==> config.mk <==
export PLATFORM = sky130hd
export DESIGN_NAME = block_buffer_cache_refcount
export DESIGN_NICKNAME = d
export VERILOG_FILES = /design/src/bbc_pkg.sv /design/src/bbc_cell.sv /design/src/block_buffer_cache_refcount.sv
export VERILOG_INCLUDE_DIRS = /design/src /design/src/src
export SDC_FILE = /design/constraint.sdc
export NUM_CORES = 2
export LEC_CHECK = 0
export BUFFER_PORTS_ARGS = -buffer_cell sky130_fd_sc_hd__buf_2
export CAP_MARGIN = 40
export CORE_ASPECT_RATIO = 0.6
export CORE_UTILIZATION = 46
export CTS_BUF_LIST = sky130_fd_sc_hd__clkbuf_8
export CTS_CLUSTER_SIZE = 14
export DETAILED_ROUTE_END_ITERATION = 7
export PLACE_DENSITY = 0.74
export SYNTH_ARGS = -nofsm -noshare
export SYNTH_HDL_FRONTEND = slang
export SYNTH_SLANG_ARGS = --single-unit
==> constraint.sdc <==
create_clock -name i_clk -period 5 [get_ports i_clk]
set_input_delay 0.5 -clock i_clk [delete_from_list [all_inputs] [get_ports i_clk]]
set_output_delay 0.5 -clock i_clk [all_outputs]
set_load 0.005 [all_outputs]
==> src/block_buffer_cache_refcount_macros.svh <==
// Assertion helpers used by the file that checks the buffer cache.
`ifndef BLOCK_BUFFER_CACHE_REFCOUNT_MACROS_SVH
`define BLOCK_BUFFER_CACHE_REFCOUNT_MACROS_SVH

// The consequent must hold in the same cycle as the antecedent.
`define BBC_ASSERT_SAME(lbl, ante, cons, msg) \
    lbl: assert property (@(posedge i_clk) disable iff (!i_rst_n) (ante) |-> (cons)) \
        else $error(msg);

// The consequent must hold in the cycle after the antecedent.
`define BBC_ASSERT_NEXT(lbl, ante, cons, msg) \
    lbl: assert property (@(posedge i_clk) disable iff (!i_rst_n) (ante) |=> (cons)) \
        else $error(msg);

`endif

==> src/bbc_pkg.sv <==
package bbc_pkg;

    localparam int BUFFERS = 32;
    localparam int GROUP   = 8;
    localparam int NGRP    = (BUFFERS + GROUP - 1) / GROUP;
    localparam int BIDX_W  = (BUFFERS > 1) ? $clog2(BUFFERS) : 1;
    localparam int GIDX_W  = (NGRP > 1) ? $clog2(NGRP) : 1;

    localparam logic [7:0] REFS_MAX = 8'hFF;

    typedef enum logic [1:0] {
        OP_GET     = 2'd0,
        OP_RELEASE = 2'd1,
        OP_PIN     = 2'd2,
        OP_UNPIN   = 2'd3
    } t_op;

    typedef enum logic [1:0] {
        ST_OK    = 2'd0,
        ST_NOBUF = 2'd1,
        ST_UNDER = 2'd2,
        ST_SAT   = 2'd3
    } t_status;

    typedef enum logic [1:0] {
        S_IDLE = 2'd0,
        S_CMP  = 2'd1,
        S_PICK = 2'd2,
        S_DONE = 2'd3
    } t_state;

    typedef struct packed {
        logic key_we;
        logic valid_set;
        logic refs_we;
    } t_cell_wr;

    typedef struct packed {
        logic [7:0] refs;
        logic       valid;
        logic       first_free;
        logic       last_match;
    } t_cell_st;

endpackage

==> src/bbc_cell.sv <==
module bbc_cell (
    input  logic              i_clk,
    input  logic              i_rst_n,
    input  logic [7:0]        i_dev,
    input  logic [31:0]       i_blk,
    input  logic              i_cmp,
    input  logic              i_free_below,
    input  logic              i_match_above,
    output logic              o_free_below,
    output logic              o_match_above,
    input  bbc_pkg::t_cell_wr i_wr,
    input  logic [7:0]        i_refs,
    output bbc_pkg::t_cell_st o_st
);

    logic [7:0]  r_dev;
    logic [31:0] r_blk;
    logic        r_valid;
    logic [7:0]  r_refs;
    logic        r_match;
    logic        r_free;

    always_ff @(posedge i_clk) begin
        if (!i_rst_n) begin
            r_dev   <= '0;
            r_blk   <= '0;
            r_valid <= 1'b0;
            r_refs  <= '0;
            r_match <= 1'b0;
            r_free  <= 1'b0;
        end else begin
            if (i_cmp) begin
                r_match <= (r_dev == i_dev) && (r_blk == i_blk);
                r_free  <= (r_refs == 8'd0);
            end
            if (i_wr.key_we) begin
                r_dev <= i_dev;
                r_blk <= i_blk;
            end
            if (i_wr.valid_set) begin
                r_valid <= 1'b1;
            end
            if (i_wr.refs_we) begin
                r_refs <= i_refs;
            end
        end
    end

    // The free flag ripples upward and the match flag downward within a group.
    assign o_free_below  = i_free_below | r_free;
    assign o_match_above = i_match_above | r_match;

    assign o_st.refs       = r_refs;
    assign o_st.valid      = r_valid;
    assign o_st.first_free = r_free & ~i_free_below;
    assign o_st.last_match = r_match & ~i_match_above;

endmodule

==> src/block_buffer_cache_refcount.sv <==
// Channel   Direction  Handshake              Payload
// request   in         start high, busy low   i_operation i_device i_block_number
//                                             i_buffer_index
// result    out        o_valid, one cycle     o_entry o_hit o_needs_read o_ref_count
//                                             o_status
//
// The block takes no new item until it is through with the last one: the cells compare
// their keys, the in-group priority chains are registered, then the winner is updated.
// Its result is registered as the update is made and appears while busy is already low.
// Reset is synchronous and active low and clears every entry to device 0, block 0,
// invalid, count 0. The receiver cannot stall, so each result is shown once.
module block_buffer_cache_refcount (
    input  logic        i_clk,
    input  logic        i_rst_n,
    input  logic        start,
    output logic        busy,
    input  logic [1:0]  i_operation,
    input  logic [7:0]  i_device,
    input  logic [31:0] i_block_number,
    input  logic [4:0]  i_buffer_index,
    output logic        o_valid,
    output logic [4:0]  o_entry,
    output logic        o_hit,
    output logic        o_needs_read,
    output logic [7:0]  o_ref_count,
    output logic [1:0]  o_status
);

    `include "block_buffer_cache_refcount_macros.svh"

    localparam int BUFFERS = bbc_pkg::BUFFERS;
    localparam int GROUP   = bbc_pkg::GROUP;
    localparam int NGRP    = bbc_pkg::NGRP;
    localparam int BIDX_W  = bbc_pkg::BIDX_W;
    localparam int GIDX_W  = bbc_pkg::GIDX_W;

    bbc_pkg::t_state r_state, n_state;

    bbc_pkg::t_op r_op;
    logic [7:0]   r_dev;
    logic [31:0]  r_blk;
    logic [4:0]   r_idx;

    logic              free_chain  [BUFFERS];
    logic              match_chain [BUFFERS];
    logic              free_in     [BUFFERS];
    logic              match_in    [BUFFERS];
    bbc_pkg::t_cell_st cell_st     [BUFFERS];
    bbc_pkg::t_cell_wr cell_wr     [BUFFERS];

    logic [BUFFERS-1:0] r_first_free;
    logic [BUFFERS-1:0] r_last_match;
    logic [NGRP-1:0]    r_gfree;
    logic [NGRP-1:0]    r_gmatch;
    logic [NGRP-1:0]    n_gfree;
    logic [NGRP-1:0]    n_gmatch;

    logic [4:0] r_out_entry;
    logic       r_out_hit;
    logic       r_out_nr;
    logic [7:0] r_out_refs;
    logic [1:0] r_out_status;
    logic       r_out_valid;

    logic [GIDX_W-1:0]  fgrp;
    logic [GIDX_W-1:0]  mgrp;
    logic [BUFFERS-1:0] hit_oh;
    logic [BUFFERS-1:0] free_oh;
    logic [BIDX_W-1:0]  hit_idx;
    logic [BIDX_W-1:0]  free_idx;
    logic [BIDX_W-1:0]  n_sel;
    logic               any_match;
    logic               any_free;
    logic               in_range;
    logic [7:0]         cur_refs;
    logic               cur_valid;
    logic [7:0]         n_refs;
    bbc_pkg::t_cell_wr  n_cmd;
    logic [4:0]         n_entry;
    logic               n_hit;
    logic               n_nr;
    logic [7:0]         n_out_refs;
    bbc_pkg::t_status   n_status;
    logic [31:0]        sel_wide;

    genvar gi;
    generate
        for (gi = 0; gi < BUFFERS; gi++) begin : g_cell
            if ((gi % GROUP) == 0) begin : g_fb
                assign free_in[gi] = 1'b0;
            end else begin : g_fc
                assign free_in[gi] = free_chain[gi-1];
            end
            if (((gi % GROUP) == GROUP - 1) || (gi == BUFFERS - 1)) begin : g_mb
                assign match_in[gi] = 1'b0;
            end else begin : g_mc
                assign match_in[gi] = match_chain[gi+1];
            end
            bbc_cell u_cell (
                .i_clk         (i_clk),
                .i_rst_n       (i_rst_n),
                .i_dev         (r_dev),
                .i_blk         (r_blk),
                .i_cmp         (r_state == bbc_pkg::S_CMP),
                .i_free_below  (free_in[gi]),
                .i_match_above (match_in[gi]),
                .o_free_below  (free_chain[gi]),
                .o_match_above (match_chain[gi]),
                .i_wr          (cell_wr[gi]),
                .i_refs        (n_refs),
                .o_st          (cell_st[gi])
            );
        end
    endgenerate

    always_ff @(posedge i_clk) begin
        if (!i_rst_n) begin
            r_state <= bbc_pkg::S_IDLE;
        end else begin
            r_state <= n_state;
        end
    end

    always_comb begin
        n_state = r_state;
        case (r_state)
            bbc_pkg::S_IDLE: begin
                if (start) begin
                    n_state = bbc_pkg::S_CMP;
                end
            end
            bbc_pkg::S_CMP:  n_state = bbc_pkg::S_PICK;
            bbc_pkg::S_PICK: n_state = bbc_pkg::S_DONE;
            bbc_pkg::S_DONE: n_state = bbc_pkg::S_IDLE;
            default:         n_state = bbc_pkg::S_IDLE;
        endcase
    end

    assign busy = (r_state != bbc_pkg::S_IDLE);

    always_ff @(posedge i_clk) begin
        if (r_state == bbc_pkg::S_IDLE && start) begin
            r_op  <= bbc_pkg::t_op'(i_operation);
            r_dev <= i_device;
            r_blk <= i_block_number;
            r_idx <= i_buffer_index;
        end
    end

    always_comb begin
        n_gfree  = '0;
        n_gmatch = '0;
        for (int i = 0; i < BUFFERS; i++) begin
            n_gfree[i/GROUP]  = n_gfree[i/GROUP] | cell_st[i].first_free;
            n_gmatch[i/GROUP] = n_gmatch[i/GROUP] | cell_st[i].last_match;
        end
    end

    always_ff @(posedge i_clk) begin
        if (r_state == bbc_pkg::S_PICK) begin
            for (int i = 0; i < BUFFERS; i++) begin
                r_first_free[i] <= cell_st[i].first_free;
                r_last_match[i] <= cell_st[i].last_match;
            end
            r_gfree  <= n_gfree;
            r_gmatch <= n_gmatch;
        end
    end

    always_comb begin
        fgrp = '0;
        mgrp = '0;
        for (int g = NGRP - 1; g >= 0; g--) begin
            if (r_gfree[g]) begin
                fgrp = GIDX_W'(g);
            end
        end
        for (int g = 0; g < NGRP; g++) begin
            if (r_gmatch[g]) begin
                mgrp = GIDX_W'(g);
            end
        end
        any_free  = |r_gfree;
        any_match = |r_gmatch;

        hit_oh   = '0;
        free_oh  = '0;
        hit_idx  = '0;
        free_idx = '0;
        for (int i = 0; i < BUFFERS; i++) begin
            hit_oh[i]  = r_last_match[i] && (GIDX_W'(i / GROUP) == mgrp);
            free_oh[i] = r_first_free[i] && (GIDX_W'(i / GROUP) == fgrp);
            if (hit_oh[i]) begin
                hit_idx = hit_idx | BIDX_W'(i);
            end
            if (free_oh[i]) begin
                free_idx = free_idx | BIDX_W'(i);
            end
        end

        in_range = (32'(r_idx) < BUFFERS);
        if (r_op == bbc_pkg::OP_GET) begin
            n_sel = any_match ? hit_idx : free_idx;
        end else begin
            n_sel = BIDX_W'(r_idx);
        end

        cur_refs  = '0;
        cur_valid = 1'b0;
        for (int i = 0; i < BUFFERS; i++) begin
            if (n_sel == BIDX_W'(i)) begin
                cur_refs  = cur_refs | cell_st[i].refs;
                cur_valid = cur_valid | cell_st[i].valid;
            end
        end
        sel_wide = 32'(n_sel);

        n_cmd      = '0;
        n_refs     = cur_refs;
        n_entry    = sel_wide[4:0];
        n_hit      = 1'b0;
        n_nr       = 1'b0;
        n_out_refs = cur_refs;
        n_status   = bbc_pkg::ST_OK;

        case (r_op)
            bbc_pkg::OP_GET: begin
                if (any_match) begin
                    n_hit           = 1'b1;
                    n_nr            = ~cur_valid;
                    n_cmd.valid_set = 1'b1;
                    if (cur_refs == bbc_pkg::REFS_MAX) begin
                        n_status = bbc_pkg::ST_SAT;
                    end else begin
                        n_refs        = cur_refs + 8'd1;
                        n_cmd.refs_we = 1'b1;
                    end
                    n_out_refs = n_refs;
                end else if (any_free) begin
                    n_nr            = 1'b1;
                    n_refs          = 8'd1;
                    n_out_refs      = 8'd1;
                    n_cmd.key_we    = 1'b1;
                    n_cmd.valid_set = 1'b1;
                    n_cmd.refs_we   = 1'b1;
                end else begin
                    n_entry    = '0;
                    n_out_refs = '0;
                    n_status   = bbc_pkg::ST_NOBUF;
                end
            end
            bbc_pkg::OP_PIN: begin
                n_entry = r_idx;
                if (!in_range) begin
                    n_out_refs = '0;
                    n_status   = bbc_pkg::ST_NOBUF;
                end else if (cur_refs == bbc_pkg::REFS_MAX) begin
                    n_status = bbc_pkg::ST_SAT;
                end else begin
                    n_refs        = cur_refs + 8'd1;
                    n_out_refs    = n_refs;
                    n_cmd.refs_we = 1'b1;
                end
            end
            default: begin
                n_entry = r_idx;
                if (!in_range) begin
                    n_out_refs = '0;
                    n_status   = bbc_pkg::ST_NOBUF;
                end else if (cur_refs == 8'd0) begin
                    n_status = bbc_pkg::ST_UNDER;
                end else begin
                    n_refs        = cur_refs - 8'd1;
                    n_out_refs    = n_refs;
                    n_cmd.refs_we = 1'b1;
                end
            end
        endcase
    end

    always_comb begin
        for (int i = 0; i < BUFFERS; i++) begin
            if ((r_state == bbc_pkg::S_DONE) && (n_sel == BIDX_W'(i))) begin
                cell_wr[i] = n_cmd;
            end else begin
                cell_wr[i] = '0;
            end
        end
    end

    always_ff @(posedge i_clk) begin
        if (!i_rst_n) begin
            r_out_valid <= 1'b0;
        end else begin
            r_out_valid <= (r_state == bbc_pkg::S_DONE);
        end
    end

    always_ff @(posedge i_clk) begin
        if (r_state == bbc_pkg::S_DONE) begin
            r_out_entry  <= n_entry;
            r_out_hit    <= n_hit;
            r_out_nr     <= n_nr;
            r_out_refs   <= n_out_refs;
            r_out_status <= n_status;
        end
    end

    assign o_valid      = r_out_valid;
    assign o_entry      = r_out_entry;
    assign o_hit        = r_out_hit;
    assign o_needs_read = r_out_nr;
    assign o_ref_count  = r_out_refs;
    assign o_status     = r_out_status;

    `BBC_ASSERT_NEXT(a_accept_busy, start && !busy, busy, "Accepted beat did not raise busy.")
    `BBC_ASSERT_SAME(a_result_after_done, o_valid, $past(r_state == bbc_pkg::S_DONE), "Result strobe without a finished update.")
    `BBC_ASSERT_SAME(a_single_hit, r_state == bbc_pkg::S_DONE, $onehot0(hit_oh) && $onehot0(free_oh), "More than one winning entry.")
    `BBC_ASSERT_SAME(a_hit_status, o_valid && o_hit, (o_status == 2'(bbc_pkg::ST_OK)) || (o_status == 2'(bbc_pkg::ST_SAT)), "Hit reported with an error status.")

endmodule

==> results.yml <==
timing:
  grt_setup_unrepaired: "yes"
  finalHoldViolCount: 0
  final-setup-viol-count: 265
  maxSlewViolCount: 0
  setup_tns_ns: -212.17
  min_period_ns: 5.92
  period_share: 1.18
  skew_ns: 0.0794
  fmax_mhz: 169
  setup_slack_ns: -0.922
  max-slew-margin-rel: 0.170
  worst_pin_slew_ns: 1.25
routing:
  viasPerCell: 5.92
  initialDrtViolationCount: 11000
  drt_first_pass_iters: 7
  drc: 0
  avgRoutedWirePerCell_um: 26.5
  vias: 75600
  maxUsedRoutingLayer: "met5"
  dr_wl_met3_um: 51100
  antenna_left: 0
  drt-total-wl_um: 339000
  wl_met2_um: 128000
  m1WireLength_um: 150000
setup_path:
  start_kind: "flop"
  reg2regPathDepth: 24
  r2r-start: "r_first_free[14]"
  cp_data_arrival_time_ns: 6.67
  required_ns: 5.75
  r2r_end: "g_cell[22].u_cell.r_refs[5]"
  path_max_fanout: 22
  endpoint_kind: "flop"
  critPathCapture: "g_cell[22].u_cell.r_refs[5]"
  crit_type: "flop to flop"
  crit_start: "r_first_free[14]"
  reg2reg_slack_ns: -0.92
place:
  gp_congestion: 1.06
  dp_cells: 12100
  dp_hpwl_um: 224000
  io_buffer_count: 68
  placed_area_um2: 87100
die:
  io_pins: 69
  initial_core_util: 0.465
  dieArea_um2: 177000
  fp.coreArea_um2: 173000
  die_w_um: 543
  die_y_um: 326
  fp-row-count: 118
clock_tree:
  cts_sinks: 1769
  cts_tree: "done"
  htree_levels: 5
  clkTransAtPathRegs_ns: 0.06
  cts_root_buf: "clkbuf_8"
  cts_buffers: 278
  clockBufferDepth: 4
  clock_latency_ns: 0.94
logic_synthesis:
  yosysSeqAreaShare: 0.456
  syn_inst: 9963
  synth_edf_count: 134
  synth_top_cell_by_area: "dfxtp_1"
  synth_area_per_cell_um2: 8.10
  synthArstFlopShare: 0
  synth_flop_cell: "dfxtp_1"
  yosys-top-cells-area: "dfxtp_1 (41%), nand2_1 (13%), a21oi_1 (9.7%)"
  netlist_area_um2: 80700
  yosysMostFrequentCell: "nand2_1"
  yosysWarningCount: 0
  synth_top_area_frac: 0.406
  ys_types: 97
  synth-seq-cells: 1769
  synth_fp_nets: 10000
  yosys-top-cells-count: "nand2_1 (2737), dfxtp_1 (1635), a21oi_1 (1565)"
power_and_ir_drop:
  switching_share: 0.362
  power_frac_seq: 0.393
  power_mw: 38.4
  switchingPower_mw: 13.9
  leakagePower_nw: 32.2
  clock_power_share: 0.325
  ir_drop_uv: 351
  p_per_area_nw_per_um2: 398
  internal_power_mw: 24.5
  comb_power_share: 0.282
run:
  maxCapViolations: 0
global_routing:
  grt_max_degree: 245
  antenna_found_initial: 20
  grt_usage: 0.369
  grt_overflow_total: 0
  first_global_vias: 68600
  grt_pass1_wl_um: 479000
cells_and_area:
  stdcell_count: 12800
  nFillCells: 15500
  final_layout_size_suffix_gt1_frac: 0.158
  nets: 10300
  fin_area_um2: 96600
  syn_to_final_growth_pct: 19.8
  regArea_um2: 36800
  multi_input_area_um2: 42500
run_status:
  status: "finished with violations"
  violations: "setup timing"
worst_hold_path:
  worstHoldPathType: "input pin to flop"
worst min path at each step:
stage / start / endpoint / cells after the start
finish: start / r_state[0] / 3
detailed placement: g_cell[29].u_cell.r_blk[3] / g_cell[29].u_cell.r_blk[3] / 2
global placement: g_cell[2].u_cell.r_blk[19] / g_cell[2].u_cell.r_blk[19] / 2
CTS: start / r_state[0] / 3
global route: i_rst_n / g_cell[18].u_cell.r_blk[20] / 3
floorplan: g_cell[0].u_cell.r_match / g_cell[0].u_cell.r_match / 2
critical path, cell delays in order, from the launching register on:
cell	delay, ns
edfxtp_1	0.38
or4_1	0.57
o21ai_1	0.32
buf_4	0.18
nand3_1	0.16
nand3_2	0.13
buf_4	0.22
buf_12	0.26
nand2_1	0.15
buf_4	0.22
buf_4	0.21
o22ai_1	0.36
buf_4	0.22
a2111o_1	0.30
buf_4	0.19
nor2_2	0.04
buf_4	0.19
or4_4	0.44
a211oi_2	0.19
buf_4	0.15
o211ai_2	0.12
buf_4	0.17
buf_12	0.17
nor3_2	0.24
nor3_2	0.07
layer usage:
layer | vias to the layer above | global-route usage
li1 | 34000 | -
met5 | - | 0.0117
met3 | 607 | 0.146
met4 | 10 | 0.100
met2 | 4286 | 0.476
met1 | 36700 | 0.552
state kept, by name, summed over array words and instances, names as in the netlist, 4 cells and up:
| register | count |
|---|---|
| r_blk | 32 |
| g_cell.u_cell.r_free | 32 |
| o_ref_count | 8 |
| r_last_match | 31 |
| r_gfree | 4 |
| r_first_free | 31 |
| r_idx | 5 |
| g_cell.u_cell.r_dev | 256 |
| r_gmatch | 4 |
| g_cell.u_cell.r_match | 32 |
| g_cell.u_cell.r_blk | 1024 |
| g_cell.u_cell.r_valid | 32 |
| g_cell.u_cell.r_refs | 256 |
| o_entry | 5 |
| r_dev | 8 |
metrics by stage:
step / setup WS [ns] / hold WS (ns) / util
after floorplan: 0.00619 / 0.426 / -
after global placement: -1.38 / 0.440 / 0.501
after detailed placement: -1.31 / 0.446 / 0.503
after CTS: -0.845 / 0.000145 / 0.547
after global routing: -0.976 / 0.0407 / 0.557
final: -0.922 / 0.0596 / 0.557
power by group through the flow:
stage               logic (mW)  clock network [mW]  registers [mW]
CTS                       10.0                12.5            15.1
detailed placement        9.53                   0            15.4
floorplan                 4.60                   0            15.2
finish                    10.8                12.5            15.1
global route              10.9                13.2            15.1
global placement          9.38                   0            15.5
layout make-up:
type,count,share of cell area
multi-input combinational,7271,0.440
sequential,1769,0.380
timing repair buffer,862,0.0910
clock buffer,341,0.0486
tap,2340,0.0303
clock inverter,134,0.00775
inverter,49,0.00198
antenna,11,0.000285
timing repair:
item	4_1_cts	5_1_grt
hold endpoints to repair	47	0
setup endpoints to repair	266	266
gates resized for setup	249	276
pin swaps	91	104
setup buffers	55	37
hold buffers	47	0
cloned	12	9
cells in the final DEF, fill, tap and decap left out, types with 70 or more instances in the layout:
master / n
a211oi_2: 70
a21oi_1: 1430
a21oi_2: 101
buf_12: 128
buf_2: 70
buf_4: 527
clkbuf_8: 341
dfxtp_1: 1635
edfxtp_1: 134
inv_1: 135
mux2i_1: 74
nand2_1: 2735
nand3_1: 101
nand4_1: 217
nor2_1: 141
nor3_1: 179
nor4_1: 230
xnor2_1: 692
xor2_1: 560
cells by family (layout without fill, tap and decap cells):
family	after synthesis	in the layout	share of synthesized area
mux	80	80	0.00999
fa+ha+maj	7	7	0.00109
buf+inv	924	1386	0.0446
simple gates	3928	3928	0.212
other cells	0	11	0
flops	1769	1769	0.456
xor+xnor	1252	1252	0.136
compound gates	2003	2004	0.141
Note: power is estimated with default switching activity, not from simulation.
